**config.mk**
```make
export PLATFORM = sky130hd
export DESIGN_NAME = pidc_mul
export DESIGN_NICKNAME = d
export VERILOG_FILES = /design/src/hdl/assert_macros.svh /design/src/hdl/pidc_pkg.sv /design/src/hdl/pidc_mul.sv
export SDC_FILE = /design/constraint.sdc
export NUM_CORES = 2
export LEC_CHECK = 0
export ABC_CLOCK_PERIOD_IN_PS = 13200
export BUFFER_PORTS_ARGS = -buffer_cell sky130_fd_sc_hd__buf_2
export CORE_ASPECT_RATIO = 0.5
export CORE_MARGIN = 2
export CORE_UTILIZATION = 55
export CTS_CLUSTER_SIZE = 25
export DETAILED_ROUTE_END_ITERATION = 10
export GPL_TIMING_DRIVEN = 0
export HOLD_SLACK_MARGIN = 0.1
export PLACE_DENSITY = 0.72
export SLEW_MARGIN = 20
export SYNTH_ARGS = -nofsm -noshare
export SYNTH_HDL_FRONTEND = slang
export SYNTH_SLANG_ARGS = --single-unit
```
**constraint.sdc**
```tcl
create_clock -name clk -period 13.2 [get_ports clk]
set_clock_uncertainty 0.1 [all_clocks]
set_input_delay 2.64 -clock clk [delete_from_list [all_inputs] [get_ports clk]]
set_output_delay 2.64 -clock clk [all_outputs]
set_load 0.05 [all_outputs]
```
**src/hdl/assert_macros.svh**
```systemverilog
// ----------------------------------------------------------------------------
// assert_macros.svh
// Clocked assertion macros shared by the RTL files that check themselves.
// They expect signals named clk and rst_n in the including scope.
// ----------------------------------------------------------------------------
`ifndef ASSERT_MACROS_SVH
`define ASSERT_MACROS_SVH

// Property checked at every clock edge outside reset
`define ASSERT_CLK(lbl, prop, msg) \
  lbl: assert property (@(posedge clk) disable iff (!rst_n) (prop)) \
    else $error(msg);

// Consequent must hold on the edge after the antecedent
`define ASSERT_NEXT(lbl, ante, cons, msg) \
  lbl: assert property (@(posedge clk) disable iff (!rst_n) ((ante) |=> (cons))) \
    else $error(msg);

`endif

```
**src/hdl/pidc_pkg.sv**
```systemverilog
// ----------------------------------------------------------------------------
// pidc_pkg
// Widths, codes, state encoding and saturation helpers of the clamped PID
// controller.
// ----------------------------------------------------------------------------
package pidc_pkg;

  // Data format: signed Q16.16, time step unsigned Q0.16
  localparam int DW      = 32;
  localparam int FB      = 16;
  localparam int DT_W    = 16;
  localparam int PROD_W  = 2 * DW;
  localparam int DIVD_W  = DW + DT_W;
  localparam int CNT_W   = $clog2(DIVD_W);
  localparam int LIM_W   = DW - 1;
  localparam int ACC_W   = DW + 2;

  localparam logic [DT_W-1:0] DT_DEFAULT = DT_W'(66);

  localparam logic signed [DW-1:0] VAL_MAX = {1'b0, {(DW-1){1'b1}}};
  localparam logic signed [DW-1:0] VAL_MIN = {1'b1, {(DW-1){1'b0}}};
  localparam logic [PROD_W-1:0] MAG_POS_LIM = {{(PROD_W-DW+1){1'b0}}, {(DW-1){1'b1}}};
  localparam logic [PROD_W-1:0] MAG_NEG_LIM = {{(PROD_W-DW){1'b0}}, 1'b1, {(DW-1){1'b0}}};

  // Item action codes
  localparam logic ACT_UPDATE = 1'b0;
  localparam logic ACT_CLEAR  = 1'b1;

  // Configuration register indexes
  typedef enum logic [2:0] {
    REG_PROP_GAIN   = 3'd0,
    REG_INTEG_GAIN  = 3'd1,
    REG_DERIV_GAIN  = 3'd2,
    REG_TARGET      = 3'd3,
    REG_FEEDFORWARD = 3'd4,
    REG_DRIVE_MIN   = 3'd5,
    REG_DRIVE_MAX   = 3'd6,
    REG_INTEG_LIMIT = 3'd7
  } cfg_idx_t;

  // Sequencer states, one-hot
  typedef enum logic [11:0] {
    ST_IDLE     = 12'b0000_0000_0001,
    ST_ERR      = 12'b0000_0000_0010,
    ST_MUL_P    = 12'b0000_0000_0100,
    ST_MUL_E    = 12'b0000_0000_1000,
    ST_SUM      = 12'b0000_0001_0000,
    ST_MUL_I    = 12'b0000_0010_0000,
    ST_MUL_D    = 12'b0000_0100_0000,
    ST_DVAL     = 12'b0000_1000_0000,
    ST_DIV_GO   = 12'b0001_0000_0000,
    ST_DIV_WAIT = 12'b0010_0000_0000,
    ST_TOTAL    = 12'b0100_0000_0000,
    ST_DONE     = 12'b1000_0000_0000
  } state_t;

  // Magnitude of a signed value; the most negative value fits unsigned
  function automatic logic [DW-1:0] mag_of(input logic signed [DW-1:0] v);
    return v[DW-1] ? DW'(-v) : DW'(v);
  endfunction

  // Signed value from a magnitude and a sign, saturated to DW bits
  function automatic logic signed [DW-1:0] sat_mag(input logic [PROD_W-1:0] m,
                                                   input logic neg);
    logic signed [DW-1:0] r;
    if (!neg) begin
      r = (m > MAG_POS_LIM) ? VAL_MAX : $signed(m[DW-1:0]);
    end else begin
      r = (m > MAG_NEG_LIM) ? VAL_MIN : $signed(DW'(-m[DW-1:0]));
    end
    return r;
  endfunction

  // One extra bit of headroom folded back into DW bits
  function automatic logic signed [DW-1:0] sat_wide(input logic signed [DW:0] v);
    logic signed [DW-1:0] r;
    if (v[DW] != v[DW-1]) begin
      r = v[DW] ? VAL_MIN : VAL_MAX;
    end else begin
      r = v[DW-1:0];
    end
    return r;
  endfunction

endpackage

```
**src/hdl/pidc_mul.sv**
```systemverilog
// ----------------------------------------------------------------------------
// pidc_mul
// Shared unsigned magnitude multiplier with a registered product.
// ----------------------------------------------------------------------------
module pidc_mul (
  input  logic                           clk,
  input  logic [pidc_pkg::DW-1:0]        mul_a,
  input  logic [pidc_pkg::DW-1:0]        mul_b,
  output logic [pidc_pkg::PROD_W-1:0]    prod_r
);
  import pidc_pkg::*;

  // Product is registered and ready in the cycle after the operands are presented
  always_ff @(posedge clk) begin
    prod_r <= PROD_W'(mul_a) * PROD_W'(mul_b);
  end

endmodule

```
Word level (Yosys, flattened, before mapping). Cells that the tools add are included.

Multipliers: 1.

Operators with widths (count): multiplier 32 x 32 -> 64 bit (1).

Register bits after elaboration: 64.

Logic depth before layout (Yosys ltp).
Depth after elaboration: 1. Depth in mapped cells: 29. Depth with buffers taken out: 27.

Worst setup path after synthesis. Ideal clock, no wire load.

Path type: input -> register. Start point: input port mul_a[25] (netlist bit). End point: register prod_r[62] (netlist bit). Library setup time: 0.072 ns. Arrival: 9.321 ns. Slack: 3.707 ns. Stages: 25. Cell sequence: clkbuf_1 > nand2_1 > fa_1 > inv_1 > fa_1 > inv_1 > fa_1 > inv_1 > fa_1 > fa_1 > fa_1 > fa_1 > inv_1 > fa_1 > inv_1 > ha_1 > buf_2 > nand4_1 > or4_1 > or3_1 > a31oi_1 > a31o_2 > a211oi_1 > o21ai_1 > xor2_1.

Cells in the longest elaborated chain, start to end: 1.

Ends and longest elaborated chain: start: declaration (line pidc_mul.sv:7) `input logic [pidc_pkg::DW-1:0] mul_a,`; multiplier 32 x 32 -> 64 bit (line pidc_mul.sv:15) `prod_r <= PROD_W'(mul_a) * PROD_W'(mul_b);`; end signal: assignment (line pidc_mul.sv:15); end: declaration (line pidc_mul.sv:9) `output logic [pidc_pkg::PROD_W-1:0] prod_r`.

Every way passes these cells.

Worst setup path in the final report.
Start point: input port mul_b[23] (netlist bit). End point: register prod_r[62] (netlist bit).

Cells in the longest elaborated chain, start to end: 1.

Ends and longest elaborated chain: start: declaration (line pidc_mul.sv:8) `input logic [pidc_pkg::DW-1:0] mul_b,`; multiplier 32 x 32 -> 64 bit (line pidc_mul.sv:15).

Every way passes these cells.

==> results.txt <==
Critical path class: in2reg
DR iter-0 viols: 2762
Final worst slack: 1.85 ns
CP required: 13.39 ns
Post-Route WL: 122000 microns
Commonest cells in the netlist: fa_1 (896), inv_1 (865), and2_1 (602)
# resized after CTS: 0
Syn_nets: 4972
Top Registers: prod_r: 64 flops
CP max FO: 10
Status: complete, no violations
Antenna violations before repair: 17
Sink Count: 64
Die width: 359 microns
MaxCap Viol Count: 0
Tcrit/Tclk final: 0.860
#FFs+latches synth: 64
Largest net degree at the start of global routing: 14
Ports: 129
Fraction of registers with async set/reset: 0
Place WS: 1.64 ns
Delay-heaviest family, CP: adder cells
Clock Root Buffer: clkbuf_16
First drt pass iteration count: 6
Dominant cells by area after synthesis: fa_1 (52%), and2_1 (11%), ha_1 (9.5%)
Critical Path End Type: flop
Global-route wire length before repair: 180000 microns
Sequential cell area fraction in the yosys report: 0.0369
WL/cell: 25.8 microns
CTS tree: yes
GRT Residual Overflow: 0
WP buf/inv: 6
Hold_buf cts: 0
DR vias/cell: 5.75
Share of cells above drive strength 1: 0.0439
Total track usage: 0.385
Share of the synthesized area in the top cell type: 0.517
Die Height: 182 microns
Largest stage delay on the critical path: 0.81 ns
Mean post-synth cell area: 9.25 sq um
Fill cells: 5704
Post-Synthesis Cells: 3748
Biggest register: prod_r
RSZ-0062 raised after global routing: no
Antenna-violating nets left: 0
YS warnings: 0
Max-slew headroom: 0.169
Critical path cell sequence: buf_2 > clkbuf_1 > nand2_1 > fa_1 > inv_1 > fa_1 > fa_1 > fa_1 > fa_1 > fa_1 > fa_1 > inv_1 > fa_1 > inv_1 > ha_1 > buf_2 > nand4_1 > nor3_1 > o2111ai_1 > a31oi_1 > a31o_2 > a211oi_1 > o21ai_1 > xor2_1
Placed wire-length estimate: 104000 microns
Site Rows: 65
Final setup violation count: 0
Layout area overhead: 5.90%
Final worst path period need: 11.35 ns
Max Transition Viols Final: 0
Vias in the first global route: 28400
DRC viols: 0
Setup bufs post-CTS: 0
Clock Tree Buf Depth: 2
Initial Utilization: 0.553
Cell mode on critical path: fa_1
Post-Syn Area: 0.0347 sq mm
Number of flip-flops under the largest register name: 64
Worst Hold Class: in2reg
Core ar.: 0.0627 sq mm
Fin Setup TNS: 0 ns
CP max stage cell: clkbuf_1
Final Hold Viols: 0
Top_reg_cell synth: dfxtp_1
RePlAce Congestion: 1.07
Post-layout util: 0.586
Count leader, synth: fa_1
Crit path DAT: 11.54 ns
Die area: 0.0652 sq mm
Final-stage net count: 5111
Post-synth EDFFs: 0
Library cells used by synthesis: 57
CTS HTree Levels: 3
Max Freq: 88.1 MHz
Num CTS Buffers: 9
Via count: 27200
Startpoint types: primary input
Worst-Margin Slew: 1.25 ns
Area leader, netlist: fa_1
Clk slew on worst S/H paths: 0.07 ns
I/O Buffers: 128
routing by layer:
metal  GRT usage  wire length [microns]  vias to the layer above
met1       0.521                  47100                    14100
met3      0.0957                  14200                      377
li1            -                      -                    11200
met4       0.190                   7300                        2
met2       0.583                  53400                     1577
met5           0                     17                        -
per-stage QoR:
step | instances | hold slack [ns] | instance area [sq um]
finish | 4739 | 2.50 | 36700
detailed placement | 4713 | 2.88 | 36400
floorplan | 3748 | 2.67 | 34700
global route | 4729 | 2.50 | 36700
CTS | 4729 | 2.49 | 36700
global placement | 4713 | 2.88 | 36400
kinds of logic (layout without fill, tap and decap cells):
| logic type | count (synthesis) | count (layout) | share of synthesized area |
|---|---|---|---|
| flip-flops | 64 | 64 | 0.0369 |
| XOR/XNOR | 60 | 60 | 0.0152 |
| adder cells (fa/ha/maj) | 1159 | 1159 | 0.612 |
| buffers and inverters | 1085 | 1229 | 0.118 |
| AND/OR/NAND/NOR | 1177 | 1177 | 0.176 |
| other | 0 | 10 | 0 |
| AO/OA/AOI/OAI | 202 | 202 | 0.0415 |
| multiplexers | 1 | 1 | 0.000289 |
placed cells by master (no fill, tap or decap), types with 10 or more instances in the layout:
master / netlist / routed
inv_1: 865 / 865
a21o_1: 40 / 40
buf_2: 6 / 134
nand3_1: 10 / 10
fa_1: 896 / 896
nand4_1: 23 / 23
ha_1: 263 / 263
o21bai_1: 10 / 10
diode_2: 0 / 10
nand2_1: 480 / 480
a21oi_1: 63 / 63
and2_1: 602 / 602
o21ai_0: 21 / 21
xnor2_1: 35 / 35
xor2_1: 25 / 25
a31oi_1: 12 / 12
dfxtp_1: 64 / 64
clkbuf_1: 213 / 209
nor2_1: 20 / 20
and3_1: 14 / 14
area by class of cell:
| type | instances | area, sq um | area share |
|---|---|---|---|
| diodes | 10 | 25.0 | 0.000681 |
| multi-input cells | 2599 | 29300 | 0.798 |
| plain buffers | 220 | 838 | 0.0228 |
| inverters | 865 | 3250 | 0.0884 |
| repair buffers | 128 | 641 | 0.0174 |
| clock inverters | 7 | 103 | 0.00279 |
| clock buffers | 9 | 225 | 0.00613 |
| well taps | 837 | 1050 | 0.0285 |
| flip-flops and latches | 64 | 1280 | 0.0349 |
worst paths after layout:
path,cells past startpoint,slack (ns),endpoint,start
worst max-delay path,24,1.85,prod_r[62]$_DFF_P_,mul_b[23]
worst min-delay path,2,2.50,prod_r[0]$_DFF_P_,mul_b[0]
Power is not shown: default switching activity piles up to over one toggle a cycle in this logic, so the estimate is an artifact.
