[config.mk]
export PLATFORM = sky130hd
export DESIGN_NAME = pidc_div
export DESIGN_NICKNAME = d
export VERILOG_FILES = /design/src/hdl/assert_macros.svh /design/src/hdl/pidc_pkg.sv /design/src/hdl/pidc_div.sv
export SDC_FILE = /design/constraint.sdc
export NUM_CORES = 1
export LEC_CHECK = 0
export BUFFER_PORTS_ARGS = -buffer_cell sky130_fd_sc_hd__buf_2
export CAP_MARGIN = 20
export CELL_PAD_IN_SITES_DETAIL_PLACEMENT = 1
export CELL_PAD_IN_SITES_GLOBAL_PLACEMENT = 1
export CORE_MARGIN = 2
export CORE_UTILIZATION = 46
export CTS_BUF_LIST = sky130_fd_sc_hd__clkbuf_4
export DETAILED_ROUTE_END_ITERATION = 16
export PLACE_DENSITY = 0.95
export SLEW_MARGIN = 5
export SYNTH_ARGS = -nofsm -noshare
export SYNTH_HDL_FRONTEND = slang
export SYNTH_SLANG_ARGS = --single-unit
[constraint.sdc]
create_clock -name clk -period 5.8 [get_ports clk]
set_clock_uncertainty 0.1 [all_clocks]
set_input_delay 0.29 -clock clk [delete_from_list [all_inputs] [get_ports clk]]
set_output_delay 0.29 -clock clk [all_outputs]
set_load 0.05 [all_outputs]
[src/hdl/assert_macros.svh]
// ----------------------------------------------------------------------------
// assert_macros.svh
// Clocked assertion macros shared by the RTL files that check themselves.
// They expect signals named clk and rst_n in the including scope.
// ----------------------------------------------------------------------------
`ifndef ASSERT_MACROS_SVH
`define ASSERT_MACROS_SVH

// Property checked at every clock edge outside reset
`define ASSERT_CLK(lbl, prop, msg) \
  lbl: assert property (@(posedge clk) disable iff (!rst_n) (prop)) \
    else $error(msg);

// Consequent must hold on the edge after the antecedent
`define ASSERT_NEXT(lbl, ante, cons, msg) \
  lbl: assert property (@(posedge clk) disable iff (!rst_n) ((ante) |=> (cons))) \
    else $error(msg);

`endif

[src/hdl/pidc_pkg.sv]
// ----------------------------------------------------------------------------
// pidc_pkg
// Widths, codes, state encoding and saturation helpers of the clamped PID
// controller.
// ----------------------------------------------------------------------------
package pidc_pkg;

  // Data format: signed Q16.16, time step unsigned Q0.16
  localparam int DW      = 32;
  localparam int FB      = 16;
  localparam int DT_W    = 16;
  localparam int PROD_W  = 2 * DW;
  localparam int DIVD_W  = DW + DT_W;
  localparam int CNT_W   = $clog2(DIVD_W);
  localparam int LIM_W   = DW - 1;
  localparam int ACC_W   = DW + 2;

  localparam logic [DT_W-1:0] DT_DEFAULT = DT_W'(66);

  localparam logic signed [DW-1:0] VAL_MAX = {1'b0, {(DW-1){1'b1}}};
  localparam logic signed [DW-1:0] VAL_MIN = {1'b1, {(DW-1){1'b0}}};
  localparam logic [PROD_W-1:0] MAG_POS_LIM = {{(PROD_W-DW+1){1'b0}}, {(DW-1){1'b1}}};
  localparam logic [PROD_W-1:0] MAG_NEG_LIM = {{(PROD_W-DW){1'b0}}, 1'b1, {(DW-1){1'b0}}};

  // Item action codes
  localparam logic ACT_UPDATE = 1'b0;
  localparam logic ACT_CLEAR  = 1'b1;

  // Configuration register indexes
  typedef enum logic [2:0] {
    REG_PROP_GAIN   = 3'd0,
    REG_INTEG_GAIN  = 3'd1,
    REG_DERIV_GAIN  = 3'd2,
    REG_TARGET      = 3'd3,
    REG_FEEDFORWARD = 3'd4,
    REG_DRIVE_MIN   = 3'd5,
    REG_DRIVE_MAX   = 3'd6,
    REG_INTEG_LIMIT = 3'd7
  } cfg_idx_t;

  // Sequencer states, one-hot
  typedef enum logic [11:0] {
    ST_IDLE     = 12'b0000_0000_0001,
    ST_ERR      = 12'b0000_0000_0010,
    ST_MUL_P    = 12'b0000_0000_0100,
    ST_MUL_E    = 12'b0000_0000_1000,
    ST_SUM      = 12'b0000_0001_0000,
    ST_MUL_I    = 12'b0000_0010_0000,
    ST_MUL_D    = 12'b0000_0100_0000,
    ST_DVAL     = 12'b0000_1000_0000,
    ST_DIV_GO   = 12'b0001_0000_0000,
    ST_DIV_WAIT = 12'b0010_0000_0000,
    ST_TOTAL    = 12'b0100_0000_0000,
    ST_DONE     = 12'b1000_0000_0000
  } state_t;

  // Magnitude of a signed value; the most negative value fits unsigned
  function automatic logic [DW-1:0] mag_of(input logic signed [DW-1:0] v);
    return v[DW-1] ? DW'(-v) : DW'(v);
  endfunction

  // Signed value from a magnitude and a sign, saturated to DW bits
  function automatic logic signed [DW-1:0] sat_mag(input logic [PROD_W-1:0] m,
                                                   input logic neg);
    logic signed [DW-1:0] r;
    if (!neg) begin
      r = (m > MAG_POS_LIM) ? VAL_MAX : $signed(m[DW-1:0]);
    end else begin
      r = (m > MAG_NEG_LIM) ? VAL_MIN : $signed(DW'(-m[DW-1:0]));
    end
    return r;
  endfunction

  // One extra bit of headroom folded back into DW bits
  function automatic logic signed [DW-1:0] sat_wide(input logic signed [DW:0] v);
    logic signed [DW-1:0] r;
    if (v[DW] != v[DW-1]) begin
      r = v[DW] ? VAL_MIN : VAL_MAX;
    end else begin
      r = v[DW-1:0];
    end
    return r;
  endfunction

endpackage

[src/hdl/pidc_div.sv]
// ----------------------------------------------------------------------------
// pidc_div
// Restoring divider, one quotient bit per cycle, for the derivative term.
// ----------------------------------------------------------------------------
module pidc_div (
  input  logic                          clk,
  input  logic                          rst_n,
  input  logic                          div_start,
  input  logic [pidc_pkg::DIVD_W-1:0]   dividend,
  input  logic [pidc_pkg::DT_W-1:0]     divisor,
  output logic                          div_done,
  output logic [pidc_pkg::DIVD_W-1:0]   quot
);
  import pidc_pkg::*;

  logic              busy_r;
  logic              done_r;
  logic [CNT_W-1:0]  cnt_r;
  logic [DIVD_W-1:0] quo_r;
  logic [DT_W-1:0]   rem_r;
  logic [DT_W-1:0]   dsr_r;
  logic [DT_W:0]     trial;
  logic              q_bit;
  logic [DT_W-1:0]   rem_nxt;

  // Trial subtract of the shifted remainder
  always_comb begin
    trial   = {rem_r, quo_r[DIVD_W-1]};
    q_bit   = (trial >= {1'b0, dsr_r});
    rem_nxt = q_bit ? DT_W'(trial - {1'b0, dsr_r}) : trial[DT_W-1:0];
  end

  // Control
  always_ff @(posedge clk) begin
    if (!rst_n) begin
      busy_r <= 1'b0;
      done_r <= 1'b0;
      cnt_r  <= '0;
    end else begin
      done_r <= 1'b0;
      if (div_start) begin
        busy_r <= 1'b1;
        cnt_r  <= CNT_W'(DIVD_W - 1);
      end else if (busy_r) begin
        cnt_r <= cnt_r - 1'b1;
        if (cnt_r == '0) begin
          busy_r <= 1'b0;
          done_r <= 1'b1;
        end
      end
    end
  end

  // Datapath: dividend shifts out the top as quotient bits shift in
  always_ff @(posedge clk) begin
    if (div_start) begin
      quo_r <= dividend;
      rem_r <= '0;
      dsr_r <= divisor;
    end else if (busy_r) begin
      quo_r <= {quo_r[DIVD_W-2:0], q_bit};
      rem_r <= rem_nxt;
    end
  end

  assign div_done = done_r;
  assign quot     = quo_r;

endmodule

* After elaboration in Yosys (flattened, before gate mapping) *
Index checks and enable logic that the tools add are counted.
Widths: inputs -> output; s select.

word-level totals
  flip-flop bits (word level) = 88
  bits of input ports = 67
  output and inout bits = 49

operators by class
  add/sub/neg operators = 2
  magnitude comparators = 1
  multiplexer cells = 9
  bitwise logic cells = 2
  reductions and logical operators = 4

operators with widths
  kind                 number
  $mux 48              2
  $ge 17x16->1         1
  $mux 16              1
  $sub 16x16->16       1
  $mux 6               2
  $logic_not 6->1      1
  $sub 6x1->6 const B  1
  $mux 1               4
  $reduce_or 3->1      1
  $not 1->1            2
  $reduce_bool 2->1    1
  $reduce_or 2->1      1

* Logic depth before layout (Yosys ltp) *
Gate-level depths: netlist of run 1.

  depth after elaboration = 4
  mapped depth = 11

* Least setup slack after synthesis of run 1 *
Ideal clock, no wire load.

  kind = reg-to-reg
  start point = register quo_r[47], in the netlist quot[47]
  end point = register rem_r[12]
  data arrival time = 2424 ps
  data required time = 5614 ps
  setup slack = 3191 ps
  stages on the path, launching flop included = 12
  path through = edfxtp_1 -> inv_1 -> ha_1 -> fa_1 -> nand2b_1 -> a21oi_1 -> or3_1 -> a21oi_1 -> o21bai_1 -> xor2_1 -> mux2i_1 -> a211oi_1

between the ends
  longest elaborated chain between the ends = 2
  elaborated cells between the ends (all ways) = 3

RTL lines
  what                                            RTL line                        source
  start: declaration                              pidc_div.sv:19                  logic [DIVD_W-1:0] quo_r;
  start signal: assignment                        pidc_div.sv:57                  quo_r <= dividend;
  start signal: assignment                        pidc_div.sv:61                  quo_r <= {quo_r[DIVD_W-2:0], q_bit};
  $sub 16x16->16 or $ge 17x16->1 (tied branches)  pidc_div.sv:30, pidc_div.sv:29
  $mux 16 *                                       pidc_div.sv:30                  rem_nxt = q_bit ? DT_W'(trial - {1'b0, dsr_r}) : trial[DT_W-1:0];
  end signal: assignment                          pidc_div.sv:62                  rem_r <= rem_nxt;
  end: declaration                                pidc_div.sv:20                  logic [DT_W-1:0] rem_r;

Mark *: on every way between the ends. The rest lies on a longest branch, timed or not.
A chain may end at the register's enable or synchronous reset.

* Worst setup path in the final report of run 1 *
Same ends and word-level chain as after synthesis.

==> results of run 1 <==
registers in the layout (all words and copies together) (netlist names):
register and cells:
cnt_r 6, rem_r 16, dsr_r 16, div_done 1
busy_r 1, quot 48
final cells by class:
class	instances	area [sq um]	share of cell area (%)
inverters	21	78.83	1.453
repair buffers	142	858.3	15.82
clock inverters	4	28.78	0.5304
clock buffers	12	90.09	1.661
well taps	129	161.4	2.975
flip-flops and latches	88	2402	44.28
multi-input cells	235	1805	33.28
cell families after synthesis:
logic type | count (synthesis) | share of synthesized area, %
xor gates and xnor gates | 18 | 3.613
adders and majority gates | 19 | 5.621
buffers and inverters | 38 | 3.556
and+or+nand+nor | 74 | 7.916
DFF | 88 | 55.06
AOI/OAI and AO/OA | 71 | 10.73
muxes | 53 | 13.51
where the power goes:
part | total, W | switching (W) | internal [W]
clock network | 0.000339 | 0.000235 | 0.000104
logic | 0.000468 | 0.000305 | 0.000163
registers | 0.000788 | 0.0000423 | 0.000746
total | 0.00159 | 0.000582 | 0.00101
layer usage:
| layer | up-vias | part of all wire [%] | routed length (um) |
|---|---|---|---|
| li1 | 1584 | - | - |
| met1 | 1644 | 39 | 5142 |
| met2 | 101 | 54 | 7114 |
| met3 | 14 | 5.9 | 779 |
| met4 | 0 | 1.6 | 218 |
| met5 | - | 0 | 0 |
through the flow:
| stage | cells | setup slack, ns | hold WS [ns] | area (sq um) |
|---|---|---|---|---|
| detailed placement | 590 | 2.810 | 0.3683 | 5041 |
| finish | 631 | 3.115 | -0.01137 | 5425 |
| global route | 631 | 2.873 | -0.01402 | 5425 |
| global placement | 590 | 2.945 | 0.3687 | 5041 |
| CTS | 622 | 2.768 | 0.007222 | 5320 |
| floorplan | 361 | 3.191 | 0.2889 | 4363 |
worst max-delay path, cell delays in order, from the launching register on:
cell and delay, ns:
edfxtp_1 0.42, inv_1 0.06, ha_1 0.21, fa_1 0.42
nand2b_1 0.19, a21oi_1 0.24, or3_1 0.16, a21oi_1 0.12
o21bai_1 0.19, xor2_1 0.15, mux2i_1 0.09, a211oi_1 0.22
Yosys cell counts, types with 2 or more instances:
master	number	area (sq um)
buf_1	3	11.26
a21oi_1	26	130.1
nand4_1	3	18.77
o21ai_1	2	10.01
nor2b_1	3	18.77
inv_1	21	78.83
edfxtp_1	64	1922
mux2i_1	6	60.06
nor3b_1	3	22.52
o21a_1	5	37.54
nand2b_1	5	31.28
xor2_1	10	87.58
o21ai_0	8	40.04
a211oi_1	14	105.1
ha_1	18	225.2
mux2_2	47	529.3
clkbuf_1	11	41.29
nor2_1	33	123.9
nor3_1	2	10.01
nand3_1	2	10.01
dfxtp_1	24	480.5
a21o_1	2	15.01
a31oi_1	3	18.77
nand2_1	16	60.06
xnor2_1	8	70.07
how the worst max path moves through the flow:
stage	start	end	slack (ns)
global placement	dsr_r[4]$_DFFE_PP_	rem_r[4]$_SDFFE_PP0P_	2.95
finish	quot[47]$_DFFE_PP_	rem_r[12]$_SDFFE_PP0P_	3.12
detailed placement	dsr_r[2]$_DFFE_PP_	rem_r[1]$_SDFFE_PP0P_	2.81
global route	quot[47]$_DFFE_PP_	rem_r[12]$_SDFFE_PP0P_	2.87
floorplan	quot[47]$_DFFE_PP_	rem_r[12]$_SDFFE_PP0P_	3.19
CTS	dsr_r[2]$_DFFE_PP_	rem_r[11]$_SDFFE_PP0P_	2.77
==> results by group, run 1 <==
Clock network
  – Worst-skew pair later-pin latency: 0.47 ns
  – Cts bufs inserted: 9
  – Root Buffer: clkbuf_4
  – Post-CTS resize count: 0
  – Maximum clock path buffer count: 2
  – CTS tree: done
  – Worst-path clk slew: 0.17 ns
  – H-tree Lvls: 3
  – CTS Hold Buffers Added: 16
  – Post CTS Setup Buffer Count: 0
  – Sink Count: 88

Finish
  – Diodes inserted: 0
  – Commonest non-fill, non-tap cell in the layout: buf_2
  – Ratio of cells with drive above 1 in the final layout: 37.25%
  – Fin util: 58.71%
  – NumNets Final: 583
  – Most frequent cells in the layout: buf_2, edfxtp_1, mux2_2
  – Filler Cells Inserted: 1004
  – P&R area growth vs syn: 24.35%

Worst setup path
  – Worst Path Max Fanout: 3
  – Worst reg2reg path depth: 11
  – RR Startpoint: quot[47]$_DFFE_PP_
  – R2R Setup Slk: 3.12 ns
  – Critical path startpoint category: flop
  – Worst EP arrival: 2.94 ns
  – WS Path Type: reg -> reg
  – Setup crit end kind: flop
  – Reg-to-reg endpoint: rem_r[12]$_SDFFE_PP0P_
  – Critical Path RT: 6.06 ns

Detailed routing
  – DR vias: 3343
  – Final wirelength: 13260 um
  – WL/cell: 21.01 um
  – DRC: 0
  – Vias per Instance: 5.298
  – Initial DRC count: 147
  – First-pass DRT Iterations: 4
  – Detail Route Antenna Nets: 0

Outcome
  – Violated checks: hold timing
  – Status: finished, violations left

Synth
  – Syn Nets: 447
  – Mapped cell area: 4363 sq um
  – Top_reg_cell synth: edfxtp_1
  – Synth unique cells: 47
  – Seq/Total Area, Yosys: 55.06%
  – Syn Area/Cell: 12.09 sq um
  – Yosys Warn Count: 0
  – Yosys reg bits: 88
  – Post-synthesis async set-or-reset flop share: 0%
  – Post-synth EDFFs: 64
  – Post-synthesis cell count: 361

Timing
  – Fin. max-slew vios: 0
  – Number of hold violations in the final report: 3
  – Slew Limit Headroom: 61.56%
  – Hold slack: -0.01137 ns
  – FMAX: 372.5 MHz
  – Final setup TNS: 0 ns
  – Final period util: 46.29%
  – Min Tclk post-route: 2.685 ns
  – Final count of negative-setup-slack endpoints: 0
  – Unrepaired setup endpoints after global routing: no
  – Worst Tran Pin Value: 0.5766 ns

Hold path
  – Hold path start: rst_n
  – Worst hold path type: in -> reg
  – Hold path endpoint: cnt_r[1]$_SDFFE_PN0P_
  – Hold Crit Depth: 2

Floorplanning
  – Site Rows: 35
  – I/O pins: 116
  – Die width: 101.4 um
  – Die area: 10280 sq um
  – Std-Cell Core Area: 9240 sq um
  – Die height: 101.4 um
  – Starting Density: 47.22%

Global route
  – Number of global-route vias before repair: 3551
  – First-pass GRT wire length: 17900 um
  – GRT Total Usage: 22.90%
  – GR Layer Usage met2: 41.77%
  – Antenna violations before repair: 0
  – Global routing usage on met3: 8.903%
  – Grt total ovfl: 0
  – Most Used Layer, Global Route: met2
  – Met1 global-route usage: 24.77%
  – Largest net degree at the start of global routing: 49

Pwr
  – Leakage power: 2.316 nW
  – Maximum VDD drop: 0.1659 mV
  – Design Power: 0.001595 W
  – P per Cell Area: 294.0 nW/um^2

Placement
  – Placer Congestion: 0.8561
  – IO Port Bufs: 115
  – Post-DP HPWL: 7853 um

Run
  – Max Cap Viol: 0
(Power assumes the default switching activity.)
==> run 2: changes to the inputs <==
--- a/config.mk
+++ b/config.mk
@@ -5,15 +5,16 @@
 export SDC_FILE = /design/constraint.sdc
 export NUM_CORES = 1
 export LEC_CHECK = 0
+export ABC_AREA = 1
 export BUFFER_PORTS_ARGS = -buffer_cell sky130_fd_sc_hd__buf_2
 export CAP_MARGIN = 20
 export CELL_PAD_IN_SITES_DETAIL_PLACEMENT = 1
 export CELL_PAD_IN_SITES_GLOBAL_PLACEMENT = 1
 export CORE_MARGIN = 2
-export CORE_UTILIZATION = 46
+export CORE_UTILIZATION = 36
 export CTS_BUF_LIST = sky130_fd_sc_hd__clkbuf_4
 export DETAILED_ROUTE_END_ITERATION = 16
-export PLACE_DENSITY = 0.95
+export PLACE_DENSITY = 0.88
 export SLEW_MARGIN = 5
 export SYNTH_ARGS = -nofsm -noshare
 export SYNTH_HDL_FRONTEND = slang
==> constraint.sdc (replaced) <==
create_clock -name clk -period 2.3 [get_ports clk]
set_clock_uncertainty 0.1 [all_clocks]
set_input_delay 0.115 -clock clk [delete_from_list [all_inputs] [get_ports clk]]
set_output_delay 0.115 -clock clk [all_outputs]
set_load 0.05 [all_outputs]
==> run 2 against run 1 <==
Against the previous run: the run now ends clean; routed wire length rose by 25%; non-clock buffer count grew 54; combinational power up 110%; total power up 130%; via count rose by 42%; synthesized area increased by 9.0%; sequential share of layout area fell by 6.8 points; die area up 38%; setup slack got worse by 2.9 ns; fmax is 27% higher; sequential power grew 140%; largest cell class unchanged.
==> results by group, run 2 <==
Worst setup path
  – WP depth: 11 (unchanged)
  – RR Startpoint: quot[47]$_DFFE_PP_
  – Critical path startpoint category: flop
  – CP Cell Sequence: inv_1 > ha_1 > fa_2 > nor2_1 > nor2_2 > o21ai_2 > nand2_1 > nand3_1 > nand3_2 > nand2_1 > nand2_1
  – WP buf/inv: 1 (unchanged)
  – Setup crit end kind: flop
  – Worst EP arrival: 2.39 ns (-0.55 ns)
  – WS Path Type: reg -> reg
  – Slowest-stage cell, CP: fa_2
  – R2R Setup Slk: 0.19 ns (-2.92 ns)
  – Worst reg2reg path depth: 11 (unchanged)
  – Crit-path most repeated cell: nand2_1
  – Slowest stage delay, CP: 0.39 ns (-0.03 ns)
  – Worst Path Max Fanout: 4 (+1)
  – Top delay family on crit path: simple AND/OR/NAND/NOR gates
  – Reg-to-reg endpoint: rem_r[14]$_SDFFE_PP0P_
  – Critical Path RT: 2.58 ns (-3.48 ns)

Run
  – Max Cap Viol: 0 (unchanged)

Clock network
  – Worst-path clk slew: 0.14 ns (-0.03 ns)
  – H-tree Lvls: 3 (unchanged)
  – Root Buffer: clkbuf_4
  – CTS tree: done
  – Cts bufs inserted: 9 (unchanged)
  – Maximum clock path buffer count: 2 (unchanged)
  – Sink Count: 88 (unchanged)
  – Worst-skew pair later-pin latency: 0.47 ns (about the same)

Synth
  – Yosys Warn Count: 0 (unchanged)
  – Synth unique cells: 35 (-26%)
  – Syn Area/Cell: 7.991 sq um (-34%)
  – Post-synth EDFFs: 64 (unchanged)
  – Synth area leader: edfxtp_1
  – Synth area leaders: edfxtp_1, nand2_1, dfxtp_1, inv_1, ha_1
  – Mapped cell area: 4755 sq um (+9.0%)
  – Yosys reg bits: 88 (unchanged)
  – Syn Nets: 681 (+52%)
  – Most frequent cells after synthesis: nand2_1, inv_1, edfxtp_1
  – Synth top area share: 40.42% (-3.6 points)
  – Count leader, synth: nand2_1
  – Post-synthesis cell count: 595 (+65%)
  – Seq/Total Area, Yosys: 50.53% (-4.5 points)
  – Post-synthesis async set-or-reset flop share: 0% (unchanged)
  – Top_reg_cell synth: edfxtp_1

Hold path
  – Hold Crit Depth: 2 (unchanged)
  – Hold path start: divisor[1]
  – Worst hold path type: in -> reg
  – Hold path endpoint: dsr_r[1]$_DFFE_PP_

Detailed routing
  – Vias per Instance: 4.914 (-7.2%)
  – DRC: 0 (unchanged)
  – Initial DRC count: 193 (+31%)
  – Detail Route Antenna Nets: 0 (unchanged)
  – Final wirelength: 16530 um (+25%)
  – DR vias: 4737 (+42%)
  – WL/cell: 17.15 um (-18%)
  – First-pass DRT Iterations: 4 (unchanged)

Global route
  – Antenna violations before repair: 0 (unchanged)
  – Grt total ovfl: 0 (unchanged)
  – Largest net degree at the start of global routing: 54 (+10%)
  – Number of global-route vias before repair: 5204 (+47%)
  – First-pass GRT wire length: 26160 um (+46%)
  – GRT Total Usage: 23.68% (+0.79 points)

Timing
  – FMAX: 474.8 MHz (+27%)
  – Final worst slack: 0.1937 ns (-2.922 ns)
  – Worst Tran Pin Value: 0.5452 ns (-0.03147 ns)
  – Fin. max-slew vios: 0 (unchanged)
  – Final count of negative-setup-slack endpoints: 0 (unchanged)
  – Number of hold violations in the final report: 0 (-3)
  – Final period util: 91.58% (+45 points)
  – Slew Limit Headroom: 63.66% (+2.1 points)
  – Min Tclk post-route: 2.106 ns (-0.5784 ns)

Floorplanning
  – Die area: 14140 sq um (+38%)
  – Std-Cell Core Area: 12770 sq um (+38%)
  – Die width: 118.9 um (+17%)
  – Site Rows: 41 (+17%)
  – Die height: 118.9 um (+17%)
  – Starting Density: 37.22% (-10 points)
  – I/O pins: 116 (unchanged)

Finish
  – NumNets Final: 873 (+50%)
  – Filler Cells Inserted: 1575 (+57%)
  – Diodes inserted: 0 (unchanged)
  – Most frequent cells in the layout: nand2_1, buf_2, inv_1
  – Max reg flops: 48 (unchanged)
  – P&R area growth vs syn: 34.87%
  – Ratio of cells with drive above 1 in the final layout: 21.46% (-16 points)
  – Commonest non-fill, non-tap cell in the layout: nand2_1
  – Post-Layout Cell Count: 964 (+53%)

Outcome
  – Status: complete, no violations

Pwr
  – P per Cell Area: 584.3 nW/um^2 (+99%)
  – Leakage power: 3.263 nW (+41%)
  – Maximum VDD drop: 0.5983 mV (+260%)

Placement
  – Placer Congestion: 0.9070 (+5.9%)
  – Post-DP HPWL: 10660 um (+36%)
  – # placed instances: 875 (+48%)
  – IO Port Bufs: 115 (unchanged)
  – Pre-CTS setup slack: 0.1214 ns (-2.689 ns)
[run 2: metrics by stage]
| stage | hold WS (ns) | cell area, sq um | power (W) | util, % | TNS [ns] |
|---|---|---|---|---|---|
| CTS | 0.2057 | 6339 | 0.003759 | 49.62 | 0 |
| global placement | 0.1952 | 5549 | 0.002805 | 43.44 | 0 |
| floorplan | 0.1139 | 4755 | 0.002551 | - | 0 |
| detailed placement | 0.1938 | 5549 | 0.002837 | 43.44 | 0 |
| finish | 0.2505 | 6412 | 0.003747 | 50.20 | 0 |
| global route | 0.2138 | 6412 | 0.003919 | 50.20 | -0.001137 |
[run 2: what timing repair did]
action	4_1_cts	5_1_grt
setup buffers	0	5
hold buffers	67	0
endpoints found under the hold margin	73	0
gates resized for setup	0	4
endpoints found under the setup margin	0	5
[run 2: cell type report]
cell class,count,area [sq um],area share [%]
clock buffer,10,75.07,1.171
clock inverter,6,43.79,0.6829
inverter,84,315.3,4.917
multi-input combinational,408,1984,30.95
sequential,88,2402,37.46
tap,172,215.2,3.356
timing repair buffer,196,1376,21.46
[run 2: kinds of logic after synthesis]
family,Yosys count,share of synthesized area [%]
compound gates,26,3.237
xor+xnor,8,1.474
fa+ha+maj,19,5.158
buf+inv,100,8.237
flops,88,50.53
simple gates,354,31.37
[run 2: report_power, final]
part	total [W]	internal, W	switching (W)
Clock	0.000818	0.000238	0.000580
Combinational	0.000994	0.000301	0.000693
Sequential	0.00193	0.00186	0.0000777
Total	0.00375	0.00240	0.00135
[run 2: how the worst max path moves through the flow]
| stage | start | to | slack [ns] |
|---|---|---|---|
| 6_report | quot[47]$_DFFE_PP_ | rem_r[14]$_SDFFE_PP0P_ | 0.19 |
| 3_5_place_dp | quot[47]$_DFFE_PP_ | rem_r[14]$_SDFFE_PP0P_ | 0.12 |
| 3_3_place_gp | quot[47]$_DFFE_PP_ | rem_r[14]$_SDFFE_PP0P_ | 0.14 |
| 4_1_cts | quot[47]$_DFFE_PP_ | rem_r[14]$_SDFFE_PP0P_ | 0.07 |
| 5_1_grt | dsr_r[1]$_DFFE_PP_ | rem_r[2]$_SDFFE_PP0P_ | -0.001 |
| 2_1_floorplan | quot[47]$_DFFE_PP_ | rem_r[14]$_SDFFE_PP0P_ | 0.03 |
[run 2: layer usage]
metal  global-route usage [%]  up-vias  share of wire [%]
met3                    7.088       42                6.1
li1                         -     2271                  -
met1                    25.59     2274                 39
met5                        0        -                  0
met2                    43.00      150                 51
met4                    9.598        0                3.6
==> run 3: changes to the inputs <==
--- a/config.mk
+++ b/config.mk
@@ -11,10 +11,10 @@
 export CELL_PAD_IN_SITES_DETAIL_PLACEMENT = 1
 export CELL_PAD_IN_SITES_GLOBAL_PLACEMENT = 1
 export CORE_MARGIN = 2
-export CORE_UTILIZATION = 36
+export CORE_UTILIZATION = 40
 export CTS_BUF_LIST = sky130_fd_sc_hd__clkbuf_4
 export DETAILED_ROUTE_END_ITERATION = 16
-export PLACE_DENSITY = 0.88
+export PLACE_DENSITY = 0.92
 export SLEW_MARGIN = 5
 export SYNTH_ARGS = -nofsm -noshare
 export SYNTH_HDL_FRONTEND = slang
==> constraint.sdc (replaced) <==
create_clock -name clk -period 2 [get_ports clk]
set_clock_uncertainty 0.1 [all_clocks]
set_input_delay 0.1 -clock clk [delete_from_list [all_inputs] [get_ports clk]]
set_output_delay 0.1 -clock clk [all_outputs]
set_load 0.05 [all_outputs]
==> run 3 against run 2 <==
Against the previous run: the run now ends with setup timing left; critical endpoint unchanged; sequential share of layout area shrank 2.1 points; first-iteration DRC count rose by 71%; largest power group unchanged; register-to-register slack got worse by 0.39 ns.
==> results by group, run 3 (synthesis results as in run 2) <==
Detailed routing
  – DR vias: 5102 (+7.7%)
  – DRC: 0 (unchanged)
  – First-pass DRT Iterations: 6 (+2)
  – Initial DRC count: 330 (+71%)
  – Detail Route Antenna Nets: 0 (unchanged)
  – Final wirelength: 20410 um (+23%)
  – Vias per Instance: 5.433 (+11%)
  – WL/cell: 21.74 um (+27%)

Global route
  – Antenna violations before repair: 0 (unchanged)
  – Grt total ovfl: 0 (unchanged)
  – Number of global-route vias before repair: 5542 (+6.5%)
  – Largest net degree at the start of global routing: 64 (+19%)
  – GRT Total Usage: 31.25% (+7.6 points)
  – First-pass GRT wire length: 30350 um (+16%)

Run
  – Max Cap Viol: 0 (unchanged)

Finish
  – Ratio of cells with drive above 1 in the final layout: 28.14% (+6.7 points)
  – Filler Cells Inserted: 1377 (-13%)
  – Final Cell Area: 6810 sq um (+6.2%)
  – Max reg flops: 48 (unchanged)
  – Commonest non-fill, non-tap cell in the layout: nand2_1
  – NumNets Final: 877 (+0.46%)
  – P&R area growth vs syn: 43.24%
  – Fin util: 59.14% (+8.9 points)
  – Most frequent cells in the layout: nand2_1, buf_2, inv_1
  – Diodes inserted: 0 (unchanged)

Clock network
  – Cts bufs inserted: 9 (unchanged)
  – Worst-path clk slew: 0.17 ns (+0.03 ns)
  – Root Buffer: clkbuf_4
  – Sink Count: 88 (unchanged)
  – Maximum clock path buffer count: 2 (unchanged)
  – Worst-skew pair later-pin latency: 0.47 ns (about the same)
  – H-tree Lvls: 3 (unchanged)
  – CTS tree: done

Worst setup path
  – Worst EP arrival: 2.48 ns (+0.09 ns)
  – Top delay family on crit path: simple AND/OR/NAND/NOR gates
  – Crit-path most repeated cell: nand2_1
  – Critical path startpoint category: flop
  – Worst Path Max Fanout: 5 (+1)
  – CP Cell Sequence: inv_1 > ha_4 > nand2_2 > inv_1 > a21oi_1 > nor2_1 > nor2_1 > nand2_1 > nand2_1 > nand3_2 > nand2_1 > nand2_1
  – Slowest-stage cell, CP: edfxtp_1
  – Critical Path RT: 2.29 ns (-0.29 ns)
  – WP buf/inv: 2 (+1)
  – Setup crit end kind: flop
  – Slowest stage delay, CP: 0.42 ns (+0.03 ns)
  – WS Path Type: reg -> reg

Outcome
  – Violated checks: setup timing
  – Status: finished, violations left

Placement
  – Placer Congestion: 0.8785 (-3.1%)
  – Pre-CTS setup slack: -0.1833 ns (-0.3047 ns)
  – IO Port Bufs: 115 (unchanged)
  – Post-DP HPWL: 10620 um (-0.41%)
  – Placed cell areas: 5554 sq um (about the same)

Timing
  – Final period util: 109.6% (+18 points)
  – FMAX: 456.0 MHz (-4.0%)
  – Number of hold violations in the final report: 0 (unchanged)
  – Fin. max-slew vios: 0 (unchanged)
  – Final worst slack: -0.1930 ns (-0.3866 ns)
  – Worst Tran Pin Value: 0.3514 ns (-0.1938 ns)
  – Min Tclk post-route: 2.193 ns (+0.08663 ns)
  – Final count of negative-setup-slack endpoints: 13 (+13)
  – Slew Limit Headroom: 76.36% (+13 points)
  – Unrepaired setup endpoints after global routing: yes
  – Final setup TNS: -0.7154 ns (-0.7154 ns)

Floorplanning
  – I/O pins: 116 (unchanged)
  – Die height: 113.0 um (-5.0%)
  – Die area: 12770 sq um (-9.7%)
  – Starting Density: 41.29% (+4.1 points)
  – Die width: 113.0 um (-5.0%)
  – Site Rows: 39 (-4.9%)
  – Std-Cell Core Area: 11520 sq um (-9.8%)

Pwr
  – Design Power: 0.004622 W (+23%)
  – Maximum VDD drop: 0.4837 mV (-19%)
  – P per Cell Area: 678.7 nW/um^2 (+16%)
  – Leakage power: 3.314 nW (+1.6%)

Hold path
  – Worst hold path type: in -> reg
==> run 3: area by class of cell <==
| cell class | count | area, sq um | share of cell area (%) |
|---|---|---|---|
| clock buffer | 10 | 75.07 | 1.102 |
| tap | 143 | 178.9 | 2.627 |
| timing repair buffer | 201 | 1466 | 21.53 |
| multi-input combinational | 407 | 2317 | 34.03 |
| inverter | 84 | 315.3 | 4.630 |
| clock inverter | 6 | 50.05 | 0.7349 |
| sequential | 88 | 2407 | 35.35 |
==> run 3: metal layers <==
metal / global-route usage, % / vias up / wire [um]
li1: - / 2276 / -
met1: 34.07 / 2499 / 7325
met2: 58.00 / 265 / 10770
met3: 5.410 / 62 / 1331
met4: 15.77 / 0 / 982
met5: 0 / - / 0
==> run 3: what timing repair did <==
item                                   CTS  global route
setup buffers                            5             5
resized for setup                       32            42
pin swaps                                7            12
endpoints found under the hold margin   72             0
setup endpoints to repair               16            17
cloned                                   1             0
hold buffers                            67             0
==> run 3: final timing paths <==
kind | to | cells past startpoint | start | slack (ns)
max | rem_r[14]$_SDFFE_PP0P_ | 12 | dsr_r[9]$_DFFE_PP_ | -0.19
min | dsr_r[6]$_DFFE_PP_ | 2 | divisor[6] | 0.22
max reg2reg | rem_r[14]$_SDFFE_PP0P_ | 12 | dsr_r[9]$_DFFE_PP_ | -0.19
min reg2reg | rem_r[15]$_SDFFE_PP0P_ | 2 | rem_r[15]$_SDFFE_PP0P_ | 0.40
==> run 3: where the power goes <==
| part | total (W) | switching [W] | internal (W) | leakage, nW |
|---|---|---|---|---|
| logic | 0.00128 | 0.000876 | 0.000406 | 2.40 |
| clock network | 0.00109 | 0.000712 | 0.000379 | 0.0703 |
| registers | 0.00225 | 0.000112 | 0.00214 | 0.846 |
| total | 0.00462 | 0.00170 | 0.00292 | 3.31 |
==> run 3: through the flow <==
stage	std cells	hold WS (ns)
global placement	845	0.1806
finish	939	0.2213
floorplan	595	0.09887
detailed placement	845	0.1790
CTS	934	0.2313
global route	939	0.2190
